### src/rtl/core/mexp_pkg.sv
package mexp_pkg;

  localparam int EXP_W     = 16;
  localparam int MOD_REG_W = 16;
  localparam int MSG_W     = 31;
  localparam int RES_W     = 16;
  localparam int CFG_IDX_W = 2;
  localparam int MSG_CNT_W = $clog2(MSG_W);

  localparam logic [CFG_IDX_W-1:0] CFG_EXPONENT = 2'd0;
  localparam logic [CFG_IDX_W-1:0] CFG_MODULUS  = 2'd1;

  typedef enum logic [2:0] {
    ST_IDLE,
    ST_REDUCE,
    ST_BIT,
    ST_MUL_ACC,
    ST_MUL_SQ,
    ST_DONE
  } state_e;

endpackage

### src/rtl/core/mexp_in_if.sv
interface mexp_in_if;
  logic                        valid;
  logic                        ready;
  logic [mexp_pkg::MSG_W-1:0]  message;

  modport source (output valid, output message, input ready);
  modport sink (input valid, input message, output ready);
endinterface

### src/rtl/core/mexp_out_if.sv
interface mexp_out_if;
  logic                        valid;
  logic                        ready;
  logic [mexp_pkg::RES_W-1:0]  result;

  modport source (output valid, output result, input ready);
  modport sink (input valid, input result, output ready);
endinterface

### src/rtl/core/mexp_mulmod.sv
// bit-serial interleaved modular multiply, one multiplier bit per cycle, msb first
module mexp_mulmod #(
  parameter int WIDTH = 16
) (
  input  logic             clk_i,
  input  logic             rst_ni,
  input  logic             start_i,
  input  logic [WIDTH-1:0] a_i,
  input  logic [WIDTH-1:0] b_i,
  input  logic [WIDTH-1:0] n_i,
  output logic             done_o,
  output logic [WIDTH-1:0] product_o
);

  localparam int CNT_W = $clog2(WIDTH);

  logic             busy_q, busy_d;
  logic             done_q, done_d;
  logic [CNT_W-1:0] cnt_q, cnt_d;
  logic [WIDTH-1:0] a_q, a_d;
  logic [WIDTH-1:0] b_q, b_d;
  logic [WIDTH-1:0] r_q, r_d;

  logic [WIDTH:0]   dbl;
  logic [WIDTH-1:0] dbl_red;
  logic [WIDTH:0]   sum;
  logic [WIDTH-1:0] sum_red;

  // r = (2r mod n + bit*a) mod n, operands stay below n
  always_comb begin
    dbl = {r_q, 1'b0};
    if (dbl >= {1'b0, n_i}) begin
      dbl = dbl - {1'b0, n_i};
    end
    dbl_red = dbl[WIDTH-1:0];
    sum = {1'b0, dbl_red} + (b_q[WIDTH-1] ? {1'b0, a_q} : '0);
    if (sum >= {1'b0, n_i}) begin
      sum = sum - {1'b0, n_i};
    end
    sum_red = sum[WIDTH-1:0];
  end

  always_comb begin
    busy_d = busy_q;
    done_d = 1'b0;
    cnt_d  = cnt_q;
    a_d    = a_q;
    b_d    = b_q;
    r_d    = r_q;
    if (busy_q) begin
      r_d = sum_red;
      b_d = {b_q[WIDTH-2:0], 1'b0};
      cnt_d = cnt_q - 1'b1;
      if (cnt_q == '0) begin
        busy_d = 1'b0;
        done_d = 1'b1;
      end
    end else if (start_i) begin
      busy_d = 1'b1;
      a_d    = a_i;
      b_d    = b_i;
      r_d    = '0;
      cnt_d  = CNT_W'(WIDTH - 1);
    end
  end

  always_ff @(posedge clk_i or negedge rst_ni) begin
    if (!rst_ni) begin
      busy_q <= 1'b0;
      done_q <= 1'b0;
      cnt_q  <= '0;
    end else begin
      busy_q <= busy_d;
      done_q <= done_d;
      cnt_q  <= cnt_d;
    end
  end

  always_ff @(posedge clk_i) begin
    a_q <= a_d;
    b_q <= b_d;
    r_q <= r_d;
  end

  assign done_o    = done_q;
  assign product_o = r_q;

endmodule

### src/rtl/core/modular_exponentiation_core.sv
// sequence: the message is first reduced mod n bit-serially, then for each exponent bit,
//   lsb first, a multiply into the result when the bit is set, then a square, both on the
//   W-bit multiplier, W = min(MODULUS_WIDTH, 16); the result is then registered
// flow: one message at a time, set by the single bit-serial modular multiplier; the next
//   message is taken in the idle cycle after the result register loads, later while it waits
// reset: exponent and modulus registers return to 1, the sequencer idles, no result pending
module modular_exponentiation_core #(
  parameter int MODULUS_WIDTH = 16
) (
  input  logic                            clk_i,
  input  logic                            rst_ni,
  input  logic                            cfg_we_i,
  input  logic [mexp_pkg::CFG_IDX_W-1:0]  cfg_idx_i,
  input  logic [mexp_pkg::MOD_REG_W-1:0]  cfg_data_i,
  mexp_in_if.sink                         msg_i,
  mexp_out_if.source                      res_o
);

  localparam int NW = (MODULUS_WIDTH < mexp_pkg::MOD_REG_W) ? MODULUS_WIDTH
                                                             : mexp_pkg::MOD_REG_W;

  mexp_pkg::state_e state_q, state_d;

  logic [mexp_pkg::EXP_W-1:0]     exp_q;
  logic [NW-1:0]                  mod_q;
  logic [mexp_pkg::EXP_W-1:0]     e_q;
  logic [mexp_pkg::MSG_W-1:0]     m_q;
  logic [mexp_pkg::MSG_CNT_W-1:0] mcnt_q;
  logic [NW-1:0]                  rr_q;
  logic [NW-1:0]                  acc_q;
  logic [NW-1:0]                  sq_q;
  logic                           out_valid_q;
  logic [mexp_pkg::RES_W-1:0]     out_data_q;

  logic          in_xfer;
  logic          out_xfer;
  logic          load_out;
  logic          mul_start;
  logic          mul_done;
  logic [NW-1:0] mul_a;
  logic [NW-1:0] mul_prod;
  logic [NW:0]   rr_ext;
  logic [NW-1:0] rr_next;

  assign in_xfer  = msg_i.valid && msg_i.ready;
  assign out_xfer = out_valid_q && res_o.ready;

  // message mod n, one message bit per cycle
  always_comb begin
    rr_ext = {rr_q, m_q[mexp_pkg::MSG_W-1]};
    if (rr_ext >= {1'b0, mod_q}) begin
      rr_ext = rr_ext - {1'b0, mod_q};
    end
    rr_next = rr_ext[NW-1:0];
  end

  always_comb begin
    state_d = state_q;
    unique case (state_q)
      mexp_pkg::ST_IDLE:    if (in_xfer) state_d = mexp_pkg::ST_REDUCE;
      mexp_pkg::ST_REDUCE:  if (mcnt_q == '0) state_d = mexp_pkg::ST_BIT;
      mexp_pkg::ST_BIT: begin
        priority if (e_q == '0) state_d = mexp_pkg::ST_DONE;
        else if (e_q[0]) state_d = mexp_pkg::ST_MUL_ACC;
        else state_d = mexp_pkg::ST_MUL_SQ;
      end
      mexp_pkg::ST_MUL_ACC: if (mul_done) state_d = mexp_pkg::ST_MUL_SQ;
      mexp_pkg::ST_MUL_SQ:  if (mul_done) state_d = mexp_pkg::ST_BIT;
      mexp_pkg::ST_DONE:    if (!out_valid_q || res_o.ready) state_d = mexp_pkg::ST_IDLE;
      default:              state_d = mexp_pkg::ST_IDLE;
    endcase
  end

  always_comb begin
    msg_i.ready = 1'b0;
    mul_start   = 1'b0;
    mul_a       = sq_q;
    load_out    = 1'b0;
    unique case (state_q)
      mexp_pkg::ST_IDLE:    msg_i.ready = 1'b1;
      mexp_pkg::ST_REDUCE:  ;
      mexp_pkg::ST_BIT: begin
        if (e_q != '0) begin
          mul_start = 1'b1;
          if (e_q[0]) mul_a = acc_q;
        end
      end
      mexp_pkg::ST_MUL_ACC: mul_start = mul_done;
      mexp_pkg::ST_MUL_SQ:  ;
      mexp_pkg::ST_DONE:    load_out = !out_valid_q || res_o.ready;
      default:              ;
    endcase
  end

  mexp_mulmod #(
    .WIDTH (NW)
  ) u_mulmod (
    .clk_i     (clk_i),
    .rst_ni    (rst_ni),
    .start_i   (mul_start),
    .a_i       (mul_a),
    .b_i       (sq_q),
    .n_i       (mod_q),
    .done_o    (mul_done),
    .product_o (mul_prod)
  );

  always_ff @(posedge clk_i or negedge rst_ni) begin
    if (!rst_ni) begin
      state_q     <= mexp_pkg::ST_IDLE;
      exp_q       <= mexp_pkg::EXP_W'(1);
      mod_q       <= NW'(1);
      out_valid_q <= 1'b0;
    end else begin
      state_q <= state_d;
      if (cfg_we_i && cfg_idx_i == mexp_pkg::CFG_EXPONENT) begin
        exp_q <= cfg_data_i;
      end
      if (cfg_we_i && cfg_idx_i == mexp_pkg::CFG_MODULUS) begin
        mod_q <= cfg_data_i[NW-1:0];
      end
      if (load_out) begin
        out_valid_q <= 1'b1;
      end else if (out_xfer) begin
        out_valid_q <= 1'b0;
      end
    end
  end

  always_ff @(posedge clk_i) begin
    unique case (state_q)
      mexp_pkg::ST_IDLE: begin
        m_q    <= msg_i.message;
        rr_q   <= '0;
        mcnt_q <= mexp_pkg::MSG_CNT_W'(mexp_pkg::MSG_W - 1);
        // exponent zero behaves as exponent one
        e_q    <= (exp_q == '0) ? mexp_pkg::EXP_W'(1) : exp_q;
      end
      mexp_pkg::ST_REDUCE: begin
        m_q    <= {m_q[mexp_pkg::MSG_W-2:0], 1'b0};
        rr_q   <= rr_next;
        mcnt_q <= mcnt_q - 1'b1;
        if (mcnt_q == '0) begin
          sq_q  <= rr_next;
          acc_q <= (mod_q == NW'(1)) ? '0 : NW'(1);
        end
      end
      mexp_pkg::ST_BIT:     ;
      mexp_pkg::ST_MUL_ACC: if (mul_done) acc_q <= mul_prod;
      mexp_pkg::ST_MUL_SQ: begin
        if (mul_done) begin
          sq_q <= mul_prod;
          e_q  <= {1'b0, e_q[mexp_pkg::EXP_W-1:1]};
        end
      end
      mexp_pkg::ST_DONE: begin
        // a zero modulus gives zero
        if (load_out) begin
          out_data_q <= (mod_q == '0) ? '0 : mexp_pkg::RES_W'(acc_q);
        end
      end
      default: ;
    endcase
  end

  assign res_o.valid  = out_valid_q;
  assign res_o.result = out_data_q;

endmodule

### src/flat_wrapper.sv
// flat-port wrapper written by rule: the top's interface ports become plain ports
module modular_exponentiation_core_flat 
#(
  parameter int MODULUS_WIDTH = 16
)
  (clk_i, rst_ni, cfg_we_i, cfg_idx_i, cfg_data_i, msg_i_valid, msg_i_message, msg_i_ready, res_o_valid, res_o_result, res_o_ready);
  mexp_in_if msg_i_i ();
  mexp_out_if res_o_i ();
  input  logic clk_i;
  input  logic rst_ni;
  input  logic cfg_we_i;
  input  logic [mexp_pkg::CFG_IDX_W-1:0] cfg_idx_i;
  input  logic [mexp_pkg::MOD_REG_W-1:0] cfg_data_i;
  input wire logic [$bits(msg_i_i.valid)-1:0] msg_i_valid;
  input wire logic [$bits(msg_i_i.message)-1:0] msg_i_message;
  output wire logic [$bits(msg_i_i.ready)-1:0] msg_i_ready;
  output wire logic [$bits(res_o_i.valid)-1:0] res_o_valid;
  output wire logic [$bits(res_o_i.result)-1:0] res_o_result;
  input wire logic [$bits(res_o_i.ready)-1:0] res_o_ready;
  assign msg_i_i.valid = msg_i_valid;
  assign msg_i_i.message = msg_i_message;
  assign msg_i_ready = msg_i_i.ready;
  assign res_o_valid = res_o_i.valid;
  assign res_o_result = res_o_i.result;
  assign res_o_i.ready = res_o_ready;
  modular_exponentiation_core #(.MODULUS_WIDTH(MODULUS_WIDTH)) u_core (.clk_i(clk_i), .rst_ni(rst_ni), .cfg_we_i(cfg_we_i), .cfg_idx_i(cfg_idx_i), .cfg_data_i(cfg_data_i), .msg_i(msg_i_i), .res_o(res_o_i));
endmodule
### config.mk
export PLATFORM = sky130hd
export DESIGN_NAME = modular_exponentiation_core_flat
export DESIGN_NICKNAME = d
export VERILOG_FILES = /design/src/rtl/core/mexp_pkg.sv /design/src/rtl/core/mexp_in_if.sv /design/src/rtl/core/mexp_out_if.sv /design/src/rtl/core/mexp_mulmod.sv /design/src/rtl/core/modular_exponentiation_core.sv /design/src/flat_wrapper.sv
export SDC_FILE = /design/constraint.sdc
export NUM_CORES = 1
export LEC_CHECK = 0
export BUFFER_PORTS_ARGS = -buffer_cell sky130_fd_sc_hd__buf_2
export CORE_MARGIN = 1.5
export CORE_UTILIZATION = 45
export CTS_CLUSTER_DIAMETER = 30
export DETAILED_ROUTE_END_ITERATION = 16
export GPL_TIMING_DRIVEN = 1
export MAX_ROUTING_LAYER = met4
export PLACE_DENSITY = 0.6
export RECOVER_POWER = 25
export SYNTH_ARGS = -nofsm -noshare
export SYNTH_HDL_FRONTEND = slang
export SYNTH_SLANG_ARGS = --single-unit
### constraint.sdc
create_clock -name clk_i -period 6.7 [get_ports clk_i]
set_clock_uncertainty 0.1 [all_clocks]
set_input_delay 1.675 -clock clk_i [delete_from_list [all_inputs] [get_ports clk_i]]
set_output_delay 1.675 -clock clk_i [all_outputs]
set_load 0.1 [all_outputs]
Yosys cells after proc, flatten, opt, wreduce, memory -nomap -nowiden
Cells that the tools add are included.
{"block": "word_totals", "reg_bits": 206, "in_bits": 54, "output_inout_bits": 18, "wordCells": 110}
{"block": "op_classes", "addsub": 6, "order_cmp": 3, "eq_ne": 12, "n_mux": 44, "bitwise_logic": 1, "n_reduce_logical": 26}
{"op": "$mux W16", "n": 16}
{"op": "$pmux W16 S2", "n": 4}
{"op": "$pmux W31 S2", "n": 1}
{"op": "$ge A17 B16 Y1", "n": 3}
{"op": "$logic_not A16 Y1", "n": 3}
{"op": "$sub A16 B16 Y16", "n": 3}
{"op": "$mux W3", "n": 7}
{"op": "$pmux W3 S6", "n": 1}
{"op": "$add A16 B16 Y17", "n": 1}
{"op": "$eq A16 B1 Y1 const B", "n": 1}
{"op": "$reduce_bool A16 Y1", "n": 1}
{"op": "$reduce_bool A2 Y1", "n": 6}
{"op": "$mux W1", "n": 11}
{"op": "$pmux W5 S2", "n": 1}
{"op": "$mux W4", "n": 2}
{"op": "$eq A3 B2 Y1 const B", "n": 2}
{"op": "$eq A3 B3 Y1 const B", "n": 2}
{"op": "$ne A2 B1 Y1 const B", "n": 3}
{"op": "$reduce_and A2 Y1", "n": 3}
{"op": "$reduce_and A3 Y1", "n": 2}
{"op": "$logic_not A5 Y1", "n": 1}
{"op": "$reduce_and A5 Y1", "n": 1}
{"op": "$sub A5 B1 Y5 const B", "n": 1}
{"op": "$logic_and A1 B1 Y1", "n": 4}
{"op": "other kinds (11)", "n": 12}

Longest topological paths before layout
Gate-level depths: netlist (run 1).
{"block": "depth", "word_depth": 6, "mapped_depth": 29, "ltp_nobuf": 26}

Cells and area by module
A second synthesis (run 1) with hierarchy kept.
{"block": "hier_totals", "cells_unflattened": 1140, "area_unflattened_um2": 12219.2}
{"mod": "modular_exponentiation_core", "n_inst": 1, "cells_per_inst": 656, "area_per_inst_um2": 7562.3}
{"mod": "mexp_mulmod", "n_inst": 1, "cells_per_inst": 484, "area_per_inst_um2": 4657.0}

Worst setup path before layout (run 1)
OpenSTA, ideal clock, no wires.
{"block": "synth_timing", "path_type": "reg2reg", "from": "register u_core.mod_q[1]", "to": "register u_core.u_mulmod.r_q[11] (netlist: u_core.u_mulmod.product_o[11]), data pin", "setup_time_ps": 256, "arrival_ps": 5433, "required_ps": 6344, "slack_ps": 911, "path_stages_with_launch": 26, "n_path_buf": 2, "synth_period_minus_slack_ps": 5789, "path_cell_list": "dfrtp_1 inv_1 ha_1 nor2b_1 o31a_1 o21ai_1 nand2_1 a211o_1 clkbuf_1 mux2_2 ha_1 a21oi_1 o21ai_0 nor2_1 o21ai_0 mux2i_1 o21ai_0 ha_1 and3_1 nand4_2 a211oi_1 a211oi_1 o211a_1 buf_6 or4_1 o211a_1"}
{"block": "synth_via", "elab_chain_cells": 6, "word_cells_on_any_way": 8, "cone_classes": "add/sub: 3; order compare: 2; mux: 3"}
{"element": "start: declaration", "line": "modular_exponentiation_core.sv:25", "text": "logic [NW-1:0] mod_q;"}
{"element": "start signal: assignment", "line": "modular_exponentiation_core.sv:120", "text": "mod_q <= cfg_data_i[NW-1:0];"}
{"element": "$sub A16 B16 Y16 / $ge A17 B16 Y1 (equally long branches)", "line": "mexp_mulmod.sv:33, mexp_mulmod.sv:32"}
{"element": "$mux W16", "line": "mexp_mulmod.sv:32", "text": "if (dbl >= {1'b0, n_i}) begin"}
{"element": "$add A16 B16 Y17", "line": "mexp_mulmod.sv:36", "text": "sum = {1'b0, dbl_red} + (b_q[WIDTH-1] ? {1'b0, a_q} : '0);"}
{"element": "$sub A16 B16 Y16 / $ge A17 B16 Y1 (equally long branches)", "line": "mexp_mulmod.sv:38, mexp_mulmod.sv:37"}
{"element": "$mux W16 (*)", "line": "mexp_mulmod.sv:37", "text": "if (sum >= {1'b0, n_i}) begin"}
{"element": "$mux W16 (*)", "line": "mexp_mulmod.sv:50", "text": "if (busy_q) begin"}
{"element": "end signal: assignment", "line": "mexp_mulmod.sv:82", "text": "r_q <= r_d;"}
{"element": "end: declaration", "line": "mexp_mulmod.sv:22", "text": "logic [WIDTH-1:0] r_q, r_d;"}
Every way passes the cells marked *; elsewhere a longest branch is shown, timed or not.
A chain may end at the register's enable or synchronous reset.

Final worst setup path (run 1)
{"block": "layout_timing", "from": "register u_core.mod_q[7]", "to": "register u_core.u_mulmod.r_q[14] (netlist: u_core.u_mulmod.product_o[14]), data pin"}
Same word-level chain as after synthesis.

==> results of run 1 <==
state kept, by name, indices dropped and copies added, names as in the netlist, 3 cells and up:
name,flops
u_core.sq_q,16
u_core.exp_q,16
u_core.rr_q,16
u_core.u_mulmod.product_o,16
u_core.e_q,16
u_core.state_q,3
u_core.mcnt_q,5
u_core.mod_q,16
u_core.u_mulmod.cnt_q,4
u_core.acc_q,16
u_core.u_mulmod.a_q,16
u_core.res_o.result,16
u_core.u_mulmod.b_q,16
u_core.m_q,31
layer usage:
metal,vias to the layer above,part of all wire,GRT usage
li1,4528,-,-
met1,4451,0.44,0.308
met2,269,0.47,0.390
met3,76,0.051,0.0366
met4,0,0.038,0.0960
met5,-,0,-
cell families after synthesis:
group | share of synthesized area
AND/OR/NAND/NOR | 0.175
AO/OA/AOI/OAI | 0.123
flip-flops | 0.490
buffers and inverters | 0.0293
multiplexers | 0.0749
adder cells (fa/ha/maj) | 0.0764
XOR/XNOR | 0.0316
layout by cell type, fill, tap and decap left out, types with 15 or more instances in the layout:
cell | Yosys | final
a21oi_1 | 71 | 70
and2_1 | 24 | 24
and3_1 | 23 | 23
buf_2 | 4 | 70
buf_4 | 1 | 24
clkbuf_16 | 0 | 56
dfrtp_1 | 40 | 40
edfxtp_1 | 163 | 163
ha_1 | 68 | 68
inv_1 | 40 | 38
mux2_2 | 58 | 58
mux2i_1 | 26 | 26
nand2_1 | 166 | 166
nand3_1 | 15 | 15
nor2_1 | 97 | 97
nor2b_1 | 34 | 34
nor3_1 | 23 | 23
o21ai_0 | 56 | 54
xnor2_1 | 25 | 25
xor2_1 | 19 | 19
worst max path at each step:
stage                                    endpoint            start  depth (start not counted)
floorplan           u_core.u_mulmod.product_o[11]  u_core.mod_q[1]                         25
global placement     u_core.u_mulmod.product_o[6]  u_core.mod_q[8]                         24
detailed placement   u_core.u_mulmod.product_o[9]  u_core.mod_q[8]                         24
CTS                 u_core.u_mulmod.product_o[11]  u_core.mod_q[8]                         24
global route         u_core.u_mulmod.product_o[5]  u_core.mod_q[1]                         25
finish              u_core.u_mulmod.product_o[14]  u_core.mod_q[7]                         26
worst max-delay path, delay by kind of cell, from the launching register on:
| family | cells | cell delay [ns] |
|---|---|---|
| AOI/OAI and AO/OA | 11 | 2.23 |
| and+or+nand+nor | 8 | 1.63 |
| buffers and inverters | 3 | 0.56 |
| DFF | 1 | 0.39 |
| xor gates and xnor gates | 1 | 0.12 |
| adders and majority gates | 3 | 1.00 |
timing repair:
item,in CTS,in global routing
buffers inserted,0,2
endpoints found under the setup margin,0,15
gates resized for setup,0,7
metrics by stage:
step                      cells   util  hold WS (ns)
after floorplan            1174      -         0.341
after global placement     1564  0.485         0.366
after detailed placement   1564  0.485         0.373
after CTS                  1666  0.560         0.392
after global routing       1668  0.560         0.419
final                      1668  0.560         0.396
final cells by class:
cell class	count	area [sq um]	share of cell area
clock buffers	63	1470	0.0978
clock inverters	39	538	0.0358
inverters	42	158	0.0105
multi-input cells	880	5910	0.394
flip-flops and latches	206	5970	0.398
well taps	341	427	0.0284
repair buffers	97	542	0.0361
==> impl_metrics.tcl, run 1 <==
set metrics [dict create \
    first_global_vias 9040 \
    cp-end-kind "register" \
    synth_edf_count 163 \
    slowest_delay_ns 0.41 \
    numPortBuffers 71 \
    cp.arrival_ns 6.51 \
    hp-class "register to register" \
    setup_viol 0 \
    std_cell_rows 60 \
    synth_seq_cells 206 \
    failed_checks "capacitance limit, slew limit" \
    htree_levels 2 \
    seq_area_frac_synth 0.490 \
    num_vias 9324 \
    core_area_sq_mm 0.0268 \
    synth_top_cell_area_share 0.402 \
    worst_hold_path.num_cells 1 \
    ys_types 74 \
    drive_gt1_frac 0.206 \
    viasPerCell 5.59 \
    num_antenna_cells 0 \
    remaining_drc_errors 0 \
    clk_pin_slew_worst_paths_ns 0.05 \
    antenna_found_initial 0 \
    syn_nets 1300 \
    fin_tns_setup_ns 0 \
    yosysTopAreaCell "edfxtp_1" \
    drt-initial-drc-count 779 \
    cts_made_buffers 54 \
    avgRoutedWirePerCell_um 19.7 \
    dp_hpwl_mm 23.8 \
    synth_area_sq_mm 0.0122 \
    io_pins 72 \
    gr-total-overflow 0 \
    holdPathEnd "u_core.u_mulmod.done_o" \
    synthFlopType "edfxtp_1" \
    clockBufferDepth 3 \
    max_slew_margin -0.468 \
    die_h_um 168 \
    finalMaxSlewViolations 67 \
    dr.pass1.iters 7 \
    synth_area_leaders "edfxtp_1 (40%), dfrtp_1 (8.2%), ha_1 (7.0%)" \
    clk_latency_ns 0.56 \
    async_flop_share 0.204 \
    synth.most_common_cell "nand2_1" \
    critPathRequiredTime_ns 6.89 \
    startpoint_type "register" \
    place_congestion 0.915 \
    fin_crit_sh 0.943 \
    rr_startpoint "u_core.mod_q[7]" \
    grt_pass1_wl_mm 50.7 \
    critPathMaxFanout 9 \
    hold_viol 0 \
    reg2reg_to "u_core.u_mulmod.product_o[14]" \
    drtAntennaViolNets 0 \
    grt_usage 0.242 \
    status "finished with violations" \
    timing.final.ws_setup_ns 0.380 \
    syn_to_final_growth_pct 23.2 \
    nets 1407 \
    finalWirelength_mm 32.9 \
    die_area_sq_mm 0.0281 \
    rr_worst_depth 26 \
    max_freq_mhz 158 \
    hp-start "u_core.u_mulmod.cnt_q[3]" \
    avgSynthCellArea_sq_um 10.4 \
    n_fill_cell 2352 \
    placed_cell_area_sq_mm 0.0130 \
    clockRootBuffer "clkbuf_16" \
    synth_common_cells "nand2_1 (166), edfxtp_1 (163), nor2_1 (97)" \
    start_util 0.455 \
    cap_violations 2 \
    design_area_sq_mm 0.0150 \
    cts.sinks 206 \
    die_width_um 168 \
    grt_max_degree 58 \
    period_needed_ns 6.32 \
    ys.warnings.count 0 \
    cpMaxStageDelayCell "a211o_1" \
    place_ws_ns 0.152 \
    cts_hold_buf 0 \
    cts_tree "yes" \
    synthCells 1174 \
    reg2reg_slack_ns 0.38 \
    tightest_slew_ns 2.20 \
    worstSetupPathType "register to register" \
]
Power of run 1 is not shown: default switching activity piles up to over one toggle a cycle in this logic, so the estimate is an artifact.
==> run 2, diff against run 1 <==
--- a/config.mk
+++ b/config.mk
@@ -12,7 +12,7 @@
 export DETAILED_ROUTE_END_ITERATION = 16
 export GPL_TIMING_DRIVEN = 1
 export MAX_ROUTING_LAYER = met4
-export PLACE_DENSITY = 0.6
+export PLACE_DENSITY = 0.62
 export RECOVER_POWER = 25
 export SYNTH_ARGS = -nofsm -noshare
 export SYNTH_HDL_FRONTEND = slang
==> constraint.sdc (replaced) <==
create_clock -name clk_i -period 5.27 [get_ports clk_i]
set_clock_uncertainty 0.1 [all_clocks]
set_input_delay 1.3175 -clock clk_i [delete_from_list [all_inputs] [get_ports clk_i]]
set_output_delay 1.3175 -clock clk_i [all_outputs]
set_load 0.1 [all_outputs]
==> impl_metrics.tcl, run 2 (same netlist as run 1, synthesis figures left out) <==
set metrics [dict create \
    status "finished with violations" \
    failed_checks "capacitance limit, slew limit, setup timing" \
    die_area_sq_mm 0.0281 \
    n_fill_cell 2132 \
    first_global_vias 10151 \
    start_util 0.455 \
    reg2reg_slack_ns -0.44 \
    syn_to_final_growth_pct 37.9 \
    finalWirelength_mm 34.2 \
    antenna_found_initial 0 \
    cts_made_buffers 50 \
    fin_crit_sh 1.08 \
    die_h_um 168 \
    finalMaxSlewViolations 96 \
    htree_levels 2 \
    critPathRequiredTime_ns 5.45 \
    tightest_slew_ns 2.89 \
    instances_no_fill 1849 \
    rr_startpoint "u_core.mod_q[1]" \
    cp-end-kind "register" \
    whs_ns 0.394 \
    grt_max_degree 53 \
    period_needed_ns 5.71 \
    critPathMaxFanout 6 \
    clk_pin_slew_worst_paths_ns 0.05 \
    core_area_sq_mm 0.0268 \
    cts.sinks 206 \
    drive_gt1_frac 0.341 \
    layout_common_cells "buf_4 (203), nand2_1 (163), edfxtp_1 (163)" \
    worstSetupPathType "register to register" \
    hold_viol 0 \
    multi_input_area_sq_mm 0.00633 \
    rr_worst_depth 26 \
    cap_violations 2 \
    num_antenna_cells 0 \
    clk_latency_ns 0.57 \
    num_vias 10076 \
    dp_hpwl_mm 24.2 \
    numPortBuffers 71 \
    dr.pass1.iters 5 \
    ff_latch_area_sq_mm 0.00597 \
    std_cell_rows 60 \
    cp.arrival_ns 5.89 \
    clockRootBuffer "clkbuf_16" \
    reg2reg_to "u_core.u_mulmod.product_o[11]" \
    drt-initial-drc-count 569 \
    top_register "u_core.m_q" \
    hp-start "u_core.u_mulmod.cnt_q[3]" \
    place_congestion 0.912 \
    slowest_delay_ns 0.46 \
    grt_usage 0.254 \
    startpoint_type "register" \
    io_pins 72 \
    holdPathEnd "u_core.u_mulmod.done_o" \
    fin_tns_setup_ns -5.06 \
    viasPerCell 5.45 \
    clockBufferDepth 3 \
    cts_tree "yes" \
    cpMaxStageDelayCell "or4_4" \
    max_slew_margin -0.929 \
    grt_pass1_wl_mm 54.0 \
    rsz0062_at_grt "yes" \
    worst_hold_path.num_cells 1 \
    gr-total-overflow 0 \
    avgRoutedWirePerCell_um 18.5 \
    final_common_cell "buf_4" \
    nets 1593 \
    drtAntennaViolNets 0 \
    hp-class "register to register" \
    remaining_drc_errors 0 \
    setup_viol 16 \
    post-place-cells 1715 \
    largest_register_ffs 31 \
    timing.final.ws_setup_ns -0.436 \
    max_freq_mhz 175 \
    die_width_um 168 \
]
## run 2: cell count changes in the layout (fill, tap and decap cells not counted), moves of 6 or more
| cell | previous run | this run |
|---|---|---|
| buf_4 | 24 | 203 |
| ha_1 | 68 | 56 |
| ha_4 | 0 | 12 |
| a21oi_1 | 70 | 60 |
| a21oi_2 | 1 | 11 |
| buf_6 | 0 | 8 |
| clkbuf_16 | 56 | 50 |
| o21ai_0 | 54 | 48 |
## run 2: final cells by class
cell class / count / area share
inverter: 42 / 0.00953
sequential: 206 / 0.355
clock buffer: 58 / 0.0786
multi-input combinational: 881 / 0.377
clock inverter: 35 / 0.0348
timing repair buffer: 286 / 0.120
tap: 341 / 0.0254
## run 2: how the worst max path moves through the flow
stage | cells after the start | end | from | slack [ns]
global placement | 26 | u_core.u_mulmod.product_o[11] | u_core.u_mulmod.product_o[0] | -0.46
detailed placement | 26 | u_core.u_mulmod.product_o[11] | u_core.mod_q[8] | -0.63
global route | 26 | u_core.u_mulmod.product_o[11] | u_core.mod_q[1] | -0.68
finish | 26 | u_core.u_mulmod.product_o[11] | u_core.mod_q[1] | -0.44
CTS | 26 | u_core.u_mulmod.product_o[11] | u_core.mod_q[8] | -0.36
floorplan | 26 | u_core.u_mulmod.product_o[11] | u_core.u_mulmod.product_o[6] | -0.18
## run 2: critical path, delay by kind of cell, from the launching register on
kind	cells	cell delay, ns
fa+ha+maj	3	0.82
buf+inv	4	0.54
compound gates	10	1.97
flops	1	0.39
xor+xnor	1	0.20
simple gates	8	1.41
## run 2: routing by layer
layer,up-vias,share of wire,GRT usage
li1,4868,-,-
met1,4827,0.43,0.310
met4,0,0.054,0.125
met3,101,0.045,0.0404
met5,-,0,-
met2,280,0.47,0.410
## run 2: per-stage QoR
stage / cell area, sq um / util / worst slack (ns)
global placement: 14300 / 0.532 / -0.459
global route: 16800 / 0.627 / -0.676
detailed placement: 14300 / 0.532 / -0.627
floorplan: 12300 / - / -0.177
CTS: 16600 / 0.619 / -0.363
finish: 16800 / 0.627 / -0.436
## run 2: what timing repair did
item / 4_1_cts / 5_1_grt
gates cloned: 2 / 0
gates resized for setup: 37 / 33
setup endpoints to repair: 16 / 16
hold buffers: 0 / 0
pin swaps: 27 / 32
setup buffers: 31 / 11
Power of run 2 is left out for the same reason.
==> run 3, diff against run 2 <==
--- a/config.mk
+++ b/config.mk
@@ -14,6 +14,7 @@
 export MAX_ROUTING_LAYER = met4
 export PLACE_DENSITY = 0.62
 export RECOVER_POWER = 25
+export SETUP_SLACK_MARGIN = 0.3
 export SYNTH_ARGS = -nofsm -noshare
 export SYNTH_HDL_FRONTEND = slang
 export SYNTH_SLANG_ARGS = --single-unit
==> impl_metrics.tcl, run 3 (same netlist as run 1, synthesis figures left out) <==
set metrics [dict create \
    die_width_um 168 \
    io_pins 72 \
    remaining_drc_errors 0 \
    worst_hold_path.num_cells 1 \
    holdPathEnd "u_core.u_mulmod.cnt_q[0]" \
    whs_ns 0.395 \
    num_antenna_cells 0 \
    rr_startpoint "u_core.u_mulmod.product_o[1]" \
    htree_levels 2 \
    numPortBuffers 71 \
    drive_gt1_frac 0.329 \
    top_register "u_core.m_q" \
    antenna_found_initial 0 \
    max_freq_mhz 177 \
    std_cell_rows 60 \
    fin_crit_sh 1.07 \
    dp_hpwl_mm 24.6 \
    cp.arrival_ns 5.84 \
    setup_viol 15 \
    grt_usage 0.254 \
    period_needed_ns 5.66 \
    drt-initial-drc-count 586 \
    final_common_cell "buf_4" \
    layout_common_cells "buf_4 (187), edfxtp_1 (163), nand2_1 (162)" \
    place_ws_ns -0.627 \
    cp-end-kind "register" \
    nets 1572 \
    startpoint_type "register" \
    reg2reg_to "u_core.u_mulmod.product_o[1]" \
    viasPerCell 5.44 \
    clockRootBuffer "clkbuf_16" \
    dr.pass1.iters 5 \
    critPathRequiredTime_ns 5.45 \
    reg2reg_slack_ns -0.39 \
    start_util 0.455 \
    grt_max_degree 57 \
    cts_tree "yes" \
    num_vias 9935 \
    cts.sinks 206 \
    finalMaxSlewViolations 63 \
    clk_pin_slew_worst_paths_ns 0.05 \
    hold_viol 0 \
    rsz0062_at_grt "yes" \
    failed_checks "capacitance limit, slew limit, setup timing" \
    tightest_slew_ns 2.46 \
    avgRoutedWirePerCell_um 18.6 \
    gr-total-overflow 0 \
    status "finished with violations" \
    drtAntennaViolNets 0 \
    timing.final.ws_setup_ns -0.388 \
    first_global_vias 10085 \
    die_area_sq_mm 0.0281 \
    clockBufferDepth 3 \
    place_congestion 0.898 \
    critPathMaxFanout 7 \
    core_area_sq_mm 0.0268 \
    clk_latency_ns 0.55 \
    syn_to_final_growth_pct 34.6 \
    grt_pass1_wl_mm 54.0 \
    finalWirelength_mm 34.0 \
    cts_made_buffers 47 \
    hp-class "register to register" \
    largest_register_ffs 31 \
    worstSetupPathType "register to register" \
    max_slew_margin -0.638 \
    cap_violations 2 \
    hp-start "u_core.u_mulmod.cnt_q[0]" \
    rr_worst_depth 25 \
    die_h_um 168 \
]
[run 3: cell count changes in the layout (fill, tap and decap cells not counted), sizes merged]
cell / before / now
clkinv: 19 / 22
clkbuf: 61 / 56
bufinv: 12 / 8
buf: 283 / 266
[run 3: routing by layer]
metal / up-vias / track usage / routed length, um
met3: 78 / 0.0326 / 1490
met5: - / - / 0
met1: 4754 / 0.318 / 14900
met2: 269 / 0.420 / 16300
li1: 4834 / - / -
met4: 0 / 0.0975 / 1320
[run 3: area by class of cell]
| class | count | area (sq um) |
|---|---|---|
| clock buffers | 54 | 1220 |
| clock inverters | 34 | 447 |
| fillers | 2204 | 10400 |
| inverters | 42 | 163 |
| multi-input cells | 881 | 6280 |
| flip-flops and latches | 206 | 5970 |
| well taps | 341 | 427 |
| repair buffers | 268 | 1900 |
[run 3: what timing repair did]
item / in CTS / in global routing
endpoints found under the setup margin: 16 / 16
endpoints found under the hold margin: 0 / 0
setup buffers: 21 / 7
gates cloned: 2 / 0
pin swaps: 31 / 18
resized for setup: 43 / 25
hold buffers: 0 / 0
[run 3: how the worst max path moves through the flow]
stage	startpoint	endpoint	depth (start not counted)	slack [ns]
6_report	u_core.u_mulmod.product_o[1]	u_core.u_mulmod.product_o[1]	25	-0.39
4_1_cts	u_core.u_mulmod.product_o[0]	u_core.u_mulmod.product_o[11]	24	-0.39
5_1_grt	u_core.mod_q[8]	u_core.u_mulmod.product_o[8]	26	-0.62
2_1_floorplan	u_core.u_mulmod.product_o[6]	u_core.u_mulmod.product_o[11]	26	-0.18
3_5_place_dp	u_core.u_mulmod.product_o[0]	u_core.u_mulmod.product_o[0]	26	-0.63
3_3_place_gp	u_core.u_mulmod.product_o[0]	u_core.u_mulmod.product_o[0]	26	-0.53
[run 3: stage by stage]
stage / cells / TNS (ns) / cell area [sq um] / util
finish: 1826 / -5.17 / 16400 / 0.612
global route: 1826 / -8.79 / 16400 / 0.612
CTS: 1819 / -4.95 / 16200 / 0.606
detailed placement: 1708 / -8.54 / 14200 / 0.530
global placement: 1708 / -7.02 / 14200 / 0.530
floorplan: 1174 / -0.861 / 12300 / -
[run 3: worst max-delay path, cell delays in order (launching register included)]
cell and delay, ns:
edfxtp_1 0.39, ha_1 0.38, o21a_1 0.19, o31a_1 0.13
o21ai_2 0.18, nand2_2 0.11, a211o_4 0.39, mux2_4 0.23
inv_2 0.03, fa_2 0.33, nand3b_1 0.20, a21oi_2 0.24
nor2_2 0.08, o21ai_2 0.19, mux2i_1 0.23, o21ai_1 0.12
ha_1 0.33, buf_4 0.16, a21o_1 0.18, and2_1 0.16
a211oi_2 0.26, o211a_4 0.23, buf_12 0.12, buf_4 0.14
mux2i_1 0.21, nor2b_1 0.08
Power of run 3 is left out for the same reason.
